$ cat config.mk
export PLATFORM = sky130hd
export DESIGN_NAME = q15_saturating_matrix_multiply
export DESIGN_NICKNAME = d
export VERILOG_FILES = /design/src/rtl/q15mm_pkg.sv /design/src/rtl/q15_saturating_matrix_multiply.sv /design/src/rtl/q15mm_ram.sv /design/src/rtl/q15mm_mac.sv /design/src/rtl/q15mm_seq.sv
export SDC_FILE = /design/constraint.sdc
export NUM_CORES = 2
export LEC_CHECK = 0
export BUFFER_PORTS_ARGS = -buffer_cell sky130_fd_sc_hd__buf_2
export CAP_MARGIN = 20
export CORE_MARGIN = 2
export CORE_UTILIZATION = 40
export CTS_CLUSTER_DIAMETER = 80
export DETAILED_ROUTE_END_ITERATION = 10
export PLACE_DENSITY = 0.55
export REMOVE_ABC_BUFFERS = 1
export SYNTH_ARGS = -nofsm -noshare
export SYNTH_HDL_FRONTEND = slang
export SYNTH_HIERARCHICAL = 1
export SYNTH_SLANG_ARGS = --single-unit
$ cat constraint.sdc
create_clock -name clk -period 11.85 [get_ports clk]
set_clock_uncertainty 0.2 [all_clocks]
set_input_delay 0.5925 -clock clk [delete_from_list [all_inputs] [get_ports clk]]
set_output_delay 0.5925 -clock clk [all_outputs]
set_load 0.02 [all_outputs]
$ cat src/rtl/q15mm_pkg.sv
// ----------------------------------------------------------------------------
// q15mm_pkg: shared types and constants of the Q15 matrix multiplier
// Payload structs, action codes, register indexes, sizes and the
// control bundles that pass between the sequencer, the MAC unit and the top.
// ----------------------------------------------------------------------------
package q15mm_pkg;

  // Largest matrix side that the stores hold.
  localparam int MAX_DIM = 8;
  // Largest side that a run can use; the index fields are three bits wide.
  localparam int DIM_LIM = (MAX_DIM < 8) ? MAX_DIM : 8;
  localparam int IDX_W   = (DIM_LIM > 1) ? $clog2(DIM_LIM) : 1;
  localparam int DEPTH   = MAX_DIM * MAX_DIM;
  localparam int ADDR_W  = (DEPTH > 1) ? $clog2(DEPTH) : 1;

  localparam int DATA_W = 16;
  localparam int DIM_W  = 4;

  localparam logic signed [16:0] Q15_MAX   = 17'sh07FFF;
  localparam logic signed [16:0] Q15_MIN   = -17'sh08000;
  localparam logic signed [31:0] Q15_ROUND = 32'sd1 <<< (15 - 1);
  localparam int                 Q15_SHIFT = 15;

  // Configuration register indexes.
  localparam logic [1:0] CFG_ROWS_A    = 2'd0;
  localparam logic [1:0] CFG_INNER_DIM = 2'd1;
  localparam logic [1:0] CFG_COLS_B    = 2'd2;

  typedef enum logic [1:0] {
    ACT_LOAD_A  = 2'd0,
    ACT_LOAD_B  = 2'd1,
    ACT_COMPUTE = 2'd2
  } action_t;

  typedef enum logic [1:0] {
    ST_IDLE,
    ST_HOLD,
    ST_ISSUE,
    ST_DRAIN
  } seq_state_t;

  typedef struct packed {
    logic [1:0]               action;
    logic [2:0]               row;
    logic [2:0]               col;
    logic signed [DATA_W-1:0] value;
  } in_item_t;

  typedef struct packed {
    logic signed [DATA_W-1:0] product_value;
    logic [2:0]               out_row;
    logic [2:0]               out_col;
    logic                     element_saturated;
    logic                     any_saturated;
    logic                     last;
  } out_item_t;

  // One step of the inner product as issued by the sequencer.
  typedef struct packed {
    logic              valid;
    logic              first;
    logic              lastk;
    logic              zero;
    logic [ADDR_W-1:0] a_addr;
    logic [ADDR_W-1:0] b_addr;
  } seq_issue_t;

  // Position of the element currently being worked on.
  typedef struct packed {
    logic [2:0] row;
    logic [2:0] col;
    logic       last;
  } seq_elem_t;

  // Step control as seen by the MAC unit, aligned with the operands.
  typedef struct packed {
    logic valid;
    logic first;
    logic lastk;
  } mac_ctl_t;

  typedef struct packed {
    logic                     valid;
    logic signed [DATA_W-1:0] value;
    logic                     sat;
  } mac_res_t;

  function automatic logic [DIM_W-1:0] eff_dim(input logic [DIM_W-1:0] r);
    return (r < DIM_W'(DIM_LIM)) ? r : DIM_W'(DIM_LIM);
  endfunction

endpackage

$ cat src/rtl/q15_saturating_matrix_multiply.sv
// ----------------------------------------------------------------------------
// q15_saturating_matrix_multiply: Q15 matrix product with saturation
// Loads matrices A and B element by element, then streams A*B row-major.
// ----------------------------------------------------------------------------
// Throughput: loads transfer one per cycle while no compute run is busy. A
// compute transfer holds the input for the whole run; each result element
// passes through the shared multiply-accumulate unit, and an output stall
// holds back the start of the next element.
// Reset: the size registers return to 8 and both stores read as all zero at
// once through per-entry valid bits, so no clearing pass follows reset.
// ----------------------------------------------------------------------------
module q15_saturating_matrix_multiply
  import q15mm_pkg::*;
(
  input  logic             clk,
  input  logic             rst_n,
  // Input item channel.
  input  logic             in_valid,
  output logic             in_stall,
  input  in_item_t         in_data,
  // Result item channel.
  output logic             out_valid,
  input  logic             out_stall,
  output out_item_t        out_data,
  // Configuration write port.
  input  logic             cfg_we,
  input  logic [1:0]       cfg_index,
  input  logic [DIM_W-1:0] cfg_wdata
);

  // Size registers; user must write only while the block is idle (unenforced).
  logic [DIM_W-1:0] rows_a_r, inner_dim_r, cols_b_r;
  logic [DIM_W-1:0] nr, nk, nc;

  // Per-entry valid bits: an entry never loaded since reset reads as zero.
  logic [DEPTH-1:0] a_vld_r, b_vld_r;

  logic              in_xfer;
  logic              load_ok;
  logic              we_a, we_b;
  logic [ADDR_W-1:0] waddr;
  logic              start;

  logic              seq_busy;
  seq_issue_t        issue;
  seq_elem_t         elem;

  logic [DATA_W-1:0] a_rdata, b_rdata;
  logic              a_ok_r, b_ok_r;
  mac_ctl_t          ctl_r;
  logic signed [DATA_W-1:0] a_op, b_op;
  mac_res_t          res;

  logic              any_r;
  logic              out_valid_r;
  out_item_t         out_data_r;

  // The input is held off for the whole of a compute run.
  assign in_stall = seq_busy;
  assign in_xfer  = in_valid && !in_stall;

  // Loads outside the store are dropped; the unused action code does nothing.
  assign load_ok = (5'(in_data.row) < 5'(MAX_DIM)) && (5'(in_data.col) < 5'(MAX_DIM));
  assign we_a    = in_xfer && (in_data.action == ACT_LOAD_A) && load_ok;
  assign we_b    = in_xfer && (in_data.action == ACT_LOAD_B) && load_ok;
  assign waddr   = ADDR_W'(in_data.row * MAX_DIM + in_data.col);

  // Effective sizes; a run with no rows or no columns emits nothing.
  assign nr    = eff_dim(rows_a_r);
  assign nk    = eff_dim(inner_dim_r);
  assign nc    = eff_dim(cols_b_r);
  assign start = in_xfer && (in_data.action == ACT_COMPUTE) && (nr != '0) && (nc != '0);

  always_ff @(posedge clk) begin
    if (!rst_n) begin
      rows_a_r    <= DIM_W'(8);
      inner_dim_r <= DIM_W'(8);
      cols_b_r    <= DIM_W'(8);
    end else if (cfg_we) begin
      case (cfg_index)
        CFG_ROWS_A:    rows_a_r    <= cfg_wdata;
        CFG_INNER_DIM: inner_dim_r <= cfg_wdata;
        CFG_COLS_B:    cols_b_r    <= cfg_wdata;
        default: begin
        end
      endcase
    end
  end

  always_ff @(posedge clk) begin
    if (!rst_n) begin
      a_vld_r <= '0;
      b_vld_r <= '0;
    end else begin
      if (we_a) begin
        a_vld_r[waddr] <= 1'b1;
      end
      if (we_b) begin
        b_vld_r[waddr] <= 1'b1;
      end
    end
  end

  q15mm_ram #(.WIDTH(DATA_W), .DEPTH(DEPTH), .AW(ADDR_W)) u_a_store (
    .clk   (clk),
    .we    (we_a),
    .waddr (waddr),
    .wdata (in_data.value),
    .raddr (issue.a_addr),
    .rdata (a_rdata)
  );

  q15mm_ram #(.WIDTH(DATA_W), .DEPTH(DEPTH), .AW(ADDR_W)) u_b_store (
    .clk   (clk),
    .we    (we_b),
    .waddr (waddr),
    .wdata (in_data.value),
    .raddr (issue.b_addr),
    .rdata (b_rdata)
  );

  q15mm_seq u_seq (
    .clk       (clk),
    .rst_n     (rst_n),
    .start     (start),
    .nr        (nr),
    .nk        (nk),
    .nc        (nc),
    .out_busy  (out_valid_r),
    .res_valid (res.valid),
    .busy      (seq_busy),
    .issue     (issue),
    .elem      (elem)
  );

  // Step control and valid-bit lookups are registered with the RAM read, so
  // they line up with its data. With a zero inner dimension the single issued
  // step is forced to zero operands, giving a zero result without saturation.
  always_ff @(posedge clk) begin
    a_ok_r <= a_vld_r[issue.a_addr] && !issue.zero;
    b_ok_r <= b_vld_r[issue.b_addr] && !issue.zero;
    if (!rst_n) begin
      ctl_r <= '0;
    end else begin
      ctl_r.valid <= issue.valid;
      ctl_r.first <= issue.first;
      ctl_r.lastk <= issue.lastk;
    end
  end

  assign a_op = a_ok_r ? $signed(a_rdata) : '0;
  assign b_op = b_ok_r ? $signed(b_rdata) : '0;

  q15mm_mac u_mac (
    .clk   (clk),
    .rst_n (rst_n),
    .ctl   (ctl_r),
    .a     (a_op),
    .b     (b_op),
    .res   (res)
  );

  // Output register. The sequencer starts an element only when this register
  // is empty, so a finished element always finds room here.
  always_ff @(posedge clk) begin
    if (!rst_n) begin
      out_valid_r <= 1'b0;
      any_r       <= 1'b0;
    end else begin
      if (start) begin
        any_r <= 1'b0;
      end else if (res.valid) begin
        any_r <= any_r | res.sat;
      end
      if (res.valid) begin
        out_valid_r <= 1'b1;
      end else if (!out_stall) begin
        out_valid_r <= 1'b0;
      end
    end
    if (res.valid) begin
      out_data_r.product_value     <= res.value;
      out_data_r.out_row           <= elem.row;
      out_data_r.out_col           <= elem.col;
      out_data_r.element_saturated <= res.sat;
      out_data_r.any_saturated     <= any_r | res.sat;
      out_data_r.last              <= elem.last;
    end
  end

  assign out_valid = out_valid_r;
  assign out_data  = out_data_r;

endmodule

$ cat src/rtl/q15mm_ram.sv
// ----------------------------------------------------------------------------
// q15mm_ram: generic single-write, single-read RAM
// One write port and one read port; the read data is registered.
// ----------------------------------------------------------------------------
module q15mm_ram #(
  parameter int WIDTH = 16,
  parameter int DEPTH = 64,
  parameter int AW    = (DEPTH > 1) ? $clog2(DEPTH) : 1
) (
  input  logic             clk,
  input  logic             we,
  input  logic [AW-1:0]    waddr,
  input  logic [WIDTH-1:0] wdata,
  input  logic [AW-1:0]    raddr,
  output logic [WIDTH-1:0] rdata
);

  logic [WIDTH-1:0] mem [DEPTH];
  logic [WIDTH-1:0] rdata_r;

  always_ff @(posedge clk) begin
    if (we) begin
      mem[waddr] <= wdata;
    end
    rdata_r <= mem[raddr];
  end

  assign rdata = rdata_r;

endmodule

$ cat src/rtl/q15mm_mac.sv
// ----------------------------------------------------------------------------
// q15mm_mac: shared Q15 multiply-accumulate unit
// Registered product, then rounding, saturation and a saturating accumulate.
// ----------------------------------------------------------------------------
module q15mm_mac
  import q15mm_pkg::*;
(
  input  logic                     clk,
  input  logic                     rst_n,
  input  mac_ctl_t                 ctl,
  input  logic signed [DATA_W-1:0] a,
  input  logic signed [DATA_W-1:0] b,
  output mac_res_t                 res
);

  logic signed [31:0]       prod_r;
  mac_ctl_t                 ctl_r;
  logic signed [DATA_W-1:0] acc_r, acc_nxt;
  logic                     esat_r, esat_nxt;
  logic                     res_valid_r;

  logic signed [31:0]       rounded;
  logic signed [16:0]       scaled;
  logic signed [DATA_W-1:0] p16;
  logic                     p_sat;
  logic signed [DATA_W-1:0] base;
  logic signed [16:0]       sum;
  logic                     s_sat;

  always_comb begin
    rounded = prod_r + Q15_ROUND;
    scaled  = rounded[Q15_SHIFT+16:Q15_SHIFT];
    p_sat   = (scaled > Q15_MAX) || (scaled < Q15_MIN);
    if (scaled > Q15_MAX) begin
      p16 = Q15_MAX[DATA_W-1:0];
    end else if (scaled < Q15_MIN) begin
      p16 = Q15_MIN[DATA_W-1:0];
    end else begin
      p16 = scaled[DATA_W-1:0];
    end
    base  = ctl_r.first ? '0 : acc_r;
    sum   = 17'(base) + 17'(p16);
    s_sat = (sum > Q15_MAX) || (sum < Q15_MIN);
    if (sum > Q15_MAX) begin
      acc_nxt = Q15_MAX[DATA_W-1:0];
    end else if (sum < Q15_MIN) begin
      acc_nxt = Q15_MIN[DATA_W-1:0];
    end else begin
      acc_nxt = sum[DATA_W-1:0];
    end
    esat_nxt = (ctl_r.first ? 1'b0 : esat_r) | p_sat | s_sat;
  end

  always_ff @(posedge clk) begin
    prod_r <= a * b;
    if (ctl_r.valid) begin
      acc_r  <= acc_nxt;
      esat_r <= esat_nxt;
    end
    if (!rst_n) begin
      ctl_r       <= '0;
      res_valid_r <= 1'b0;
    end else begin
      ctl_r       <= ctl;
      res_valid_r <= ctl_r.valid & ctl_r.lastk;
    end
  end

  assign res.valid = res_valid_r;
  assign res.value = acc_r;
  assign res.sat   = esat_r;

endmodule

$ cat src/rtl/q15mm_seq.sv
// ----------------------------------------------------------------------------
// q15mm_seq: run sequencer of the matrix multiplier
// Walks rows, columns and inner index; issues one step per cycle in ST_ISSUE.
// ----------------------------------------------------------------------------
module q15mm_seq
  import q15mm_pkg::*;
(
  input  logic             clk,
  input  logic             rst_n,
  input  logic             start,
  input  logic [DIM_W-1:0] nr,
  input  logic [DIM_W-1:0] nk,
  input  logic [DIM_W-1:0] nc,
  input  logic             out_busy,
  input  logic             res_valid,
  output logic             busy,
  output seq_issue_t       issue,
  output seq_elem_t        elem
);

  seq_state_t       state_r, state_nxt;
  logic [IDX_W-1:0] r_r, r_nxt;
  logic [IDX_W-1:0] c_r, c_nxt;
  logic [IDX_W-1:0] k_r, k_nxt;

  logic zero_k;
  logic lastk;
  logic row_end;
  logic col_end;

  always_comb begin
    zero_k  = (nk == '0);
    lastk   = zero_k || (DIM_W'(k_r) == nk - DIM_W'(1));
    row_end = (DIM_W'(r_r) == nr - DIM_W'(1));
    col_end = (DIM_W'(c_r) == nc - DIM_W'(1));

    state_nxt = state_r;
    r_nxt     = r_r;
    c_nxt     = c_r;
    k_nxt     = k_r;

    issue.valid  = 1'b0;
    issue.first  = (k_r == '0);
    issue.lastk  = lastk;
    issue.zero   = zero_k;
    issue.a_addr = ADDR_W'(r_r * MAX_DIM + k_r);
    issue.b_addr = ADDR_W'(k_r * MAX_DIM + c_r);

    case (state_r)
      ST_IDLE: begin
        if (start) begin
          r_nxt     = '0;
          c_nxt     = '0;
          state_nxt = ST_HOLD;
        end
      end
      ST_HOLD: begin
        if (!out_busy) begin
          k_nxt     = '0;
          state_nxt = ST_ISSUE;
        end
      end
      ST_ISSUE: begin
        issue.valid = 1'b1;
        if (lastk) begin
          state_nxt = ST_DRAIN;
        end else begin
          k_nxt = k_r + IDX_W'(1);
        end
      end
      ST_DRAIN: begin
        if (res_valid) begin
          if (row_end && col_end) begin
            state_nxt = ST_IDLE;
          end else begin
            state_nxt = ST_HOLD;
            if (col_end) begin
              c_nxt = '0;
              r_nxt = r_r + IDX_W'(1);
            end else begin
              c_nxt = c_r + IDX_W'(1);
            end
          end
        end
      end
      default: begin
        state_nxt = ST_IDLE;
      end
    endcase
  end

  always_ff @(posedge clk) begin
    if (!rst_n) begin
      state_r <= ST_IDLE;
      r_r     <= '0;
      c_r     <= '0;
      k_r     <= '0;
    end else begin
      state_r <= state_nxt;
      r_r     <= r_nxt;
      c_r     <= c_nxt;
      k_r     <= k_nxt;
    end
  end

  assign busy      = (state_r != ST_IDLE);
  assign elem.row  = 3'(r_r);
  assign elem.col  = 3'(c_r);
  assign elem.last = row_end && col_end;

endmodule

==> qor.csv <==
stage,metric,value,unit
final_layout,Util after Layout,45.16,%
final_layout,"commonest non-fill, non-tap cell in the layout",edfxtp_1,
synthesis,Synth Flop Type,edfxtp_1,
final_layout,Final nets,6368,
cts,H-tree levels,4,
placed_design,DP Area,104500,um2
placed_design,GP Congestion,0.8205,
detailed_routing,routed len/inst,26.50,um
worst_setup_path,Reg-to-Reg End,u_mac/prod_r[27],
cts,CTS tree,yes,
worst_setup_path,CP Class,flop to flop,
detailed_routing,Final ANT Viol Nets,0,
floorplanning,Core Rows,183,
cts,Clock transition at path regs,0.06,ns
power_and_ir_drop,total power,17010,uW
hold_path,worst hold endpoint,u_b_store/mem[15][3],
synthesis,Synth area leaders,"edfxtp_1 (63%), mux4_2 (11%), fa_1 (5.2%)",
timing,final period utilization,59.68,%
hold_path,WHS Path Cells,1,
synthesis,ys async rst share,0,%
global_routing,vias in the first global route,53250,
synthesis,Netlist cell types,93,
final_layout,Area Growth Syn to Fin,12.09,%
status,status,completed,
synthesis,leading area contributor after synthesis,edfxtp_1,
hold_path,critical hold path startpoint,in_data[3],
timing,Final min period,7.072,ns
timing,Final Hold Vio Count,0,
worst_setup_path,Reg2Reg Depth,21,
power_and_ir_drop,maximum VDD drop,0.0001300,V
power_and_ir_drop,P_sw,3691,uW
timing,Final Max Slew Viols,0,
worst_setup_path,flop2flop setup slack,4.78,ns
floorplanning,Placeable Area,249100,um2
timing,Final Setup Violations,0,
synthesis,Mapped Avg Cell Area,17.43,um2
detailed_routing,number of DRC markers in iteration 0,5222,
final_layout,"commonest cells after routing, fill and taps aside","edfxtp_1 (2,090), mux4_2 (474), inv_1 (314), nand2_1 (299), fa_1 (262)",
detailed_routing,Residual DRC,0,
final_layout,post-route cell area,112500,um2
cts,post-CTS resize count,0,
global_routing,largest net degree at the start of global routing,129,
hold_path,worst hold path type,input port to flop,
final_layout,Filler Cell Count,21560,
global_routing,total grt overflow,0,
synthesis,number of flops mapped to enable cells by yosys,2090,
placed_design,Buffers on Ports,61,
power_and_ir_drop,Flop pwr share,52.3,%
timing,Fmax,0.1414,GHz
synthesis,Post-Syn Instances,5758,
timing,Setup TNS Final,0,ns
power_and_ir_drop,power per cell area,151.2,nW/um2
detailed_routing,first-pass iteration count of the detailed router,5,
synthesis,post-synth top area share,62.53,%
synthesis,#FFs+latches synth,2302,
cts,clock sinks,2302,
synthesis,synthesized area,100400,um2
power_and_ir_drop,Sw Share,21.70,%
floorplanning,Chip Height,504.9,um
detailed_routing,vias,52010,
final_layout,Post-Layout Cell Count,9508,
power_and_ir_drop,Pint,13320,uW
job,maxcap violations,0,
floorplanning,die area,255000,um2
power_and_ir_drop,Logic pwr share,4.5,%
detailed_routing,routed vias/inst,5.470,
final_layout,register area,67030,um2
synthesis,part of the Yosys area used for sequential elements,66.76,%
global_routing,global-route wire length before repair,370800,um
power_and_ir_drop,Leakage,0.03596,uW
global_routing,Total GRT Usage,19.63,%
timing,Slew headroom,23.08,%
floorplanning,io pins,62,
worst_setup_path,Worst Path Max Fanout,16,
worst_setup_path,Worst setup EP type,flop,
final_layout,layout cells sized above 1,19.69,%
cts,Root Buffer,clkbuf_16,
timing,RSZ-0062 raised after global routing,false,
cts,Skew-Pair Late Insertion Delay,0.90,ns
placed_design,Post-DP HPWL,155900,um
detailed_routing,DRT Wirelength,251900,um
final_layout,Multi-input gate area,30300,um2
cts,cts hold-fix bufs,18,
placed_design,Post-Place Cells,9032,
worst_setup_path,"Arr. time, crit path",7.62,ns
power_and_ir_drop,power share of the clock group,43.2,%
cts,Num CTS Buffers,236,
cts,CTS max path bufs,3,
cts,postcts setup bufs,0,
worst_setup_path,RR Startpoint,b_ok_r,
synthesis,synth warn,6,
worst_setup_path,Worst Setup Start Kind,flop,
timing,Worst Tran Pin Value,1.148,ns
floorplanning,Die Span X,504.9,um
worst_setup_path,CP Data Required Time,12.40,ns
floorplanning,Starting Density,40.29,%
global_routing,initial antenna violation count,10,
==> cell families after synthesis <==
family / synth area share (%)
fa+ha+maj: 6.584
xor+xnor: 0.5672
compound gates: 3.697
flops: 66.76
mux: 13.45
buf+inv: 3.128
simple gates: 5.819
==> power groups by stage <==
stage	clock [uW]	combinational, uW	sequential [uW]
after CTS	7500	780	8900
after global routing	7820	823	8900
after global placement	0	766	9080
final	7340	765	8900
after floorplan	0	519	9140
after detailed placement	0	774	9080
==> cells in the mapped netlist, drive strengths merged, types with 13 or more instances <==
master / instances
edfxtp: 2090
mux4: 483
inv: 314
nand2: 301
fa: 262
nor2b: 223
dfxtp: 212
nor2: 197
a21oi: 196
mux2i: 194
buf: 187
and2: 149
clkbuf: 124
ha: 109
a22oi: 78
nand3: 70
o21ai: 61
mux2: 57
xnor2: 36
nand4: 35
a221oi: 32
xor2: 29
nand2b: 27
nor3: 27
a31oi: 23
a211oi: 20
a311oi: 20
o21a: 19
a211o: 16
nand3b: 15
a221o: 13
==> critical path, cell delays in order, from the launching register on <==
cell and delay (ns):
dfxtp_1 0.54, and2_1 0.60, nand2_1 0.17, fa_1 0.56, inv_1 0.05, fa_1 0.53
inv_1 0.05, fa_1 0.49, inv_1 0.05, fa_1 0.49, inv_1 0.06, fa_1 0.53
inv_1 0.06, fa_1 0.48, ha_1 0.35, a21oi_1 0.15, o21ai_0 0.12, nor2b_1 0.16
o31ai_1 0.45, a31oi_2 0.31, a311oi_1 0.40, xnor2_1 0.15
==> registers in the layout, indices dropped and copies added (netlist names), 2 cells and up <==
name / flops
u_a_store/mem: 1024
u_b_store/mem: 1024
a_vld_r: 64
b_vld_r: 64
out_data: 25
u_mac/prod_r: 18
u_a_store/rdata: 16
u_b_store/rdata: 16
u_mac/acc_r: 16
cols_b_r: 4
inner_dim_r: 4
rows_a_r: 4
ctl_r: 3
u_mac/ctl_r: 3
u_seq/c_r: 3
u_seq/k_r: 3
u_seq/r_r: 3
u_seq/state_r: 2
==> worst max path at each step <==
stage / depth (start not counted) / endpoint / from / slack (ns)
2_1_floorplan: 4 / u_b_store/rdata[10] / u_seq/k_r[0] / -3.66
3_3_place_gp: 21 / u_mac/prod_r[27] / b_ok_r / 4.77
3_5_place_dp: 21 / u_mac/prod_r[30] / b_ok_r / 4.71
4_1_cts: 21 / u_mac/prod_r[27] / b_ok_r / 4.67
5_1_grt: 21 / u_mac/prod_r[31] / b_ok_r / 4.21
6_report: 21 / u_mac/prod_r[27] / b_ok_r / 4.78
==> cell type report <==
type	instances	share of cell area, %
Antenna cell	11	0.02447
Clock buffer	293	5.538
Clock inverter	150	1.346
Inverter	316	1.054
Multi-Input combinational cell	2829	26.93
Sequential cell	2302	59.58
Tap cell	3330	3.703
Timing Repair Buffer	277	1.827
==> metal layers <==
metal / part of all wire [%] / GRT usage [%]
met1: 44 / 27.95
met2: 49 / 31.93
met3: 5.4 / 2.886
met4: 1.9 / 4.537
met5: 0.0048 / 0
==> stage by stage <==
| step | setup slack (ns) | hold slack (ns) |
|---|---|---|
| detailed placement | 4.710 | 0.2136 |
| floorplan | -3.661 | 0.2057 |
| global route | 4.209 | 0.02763 |
| finish | 4.778 | 0.04316 |
| CTS | 4.667 | 0.0009251 |
| global placement | 4.770 | 0.2183 |
(Power assumes the default switching activity.)
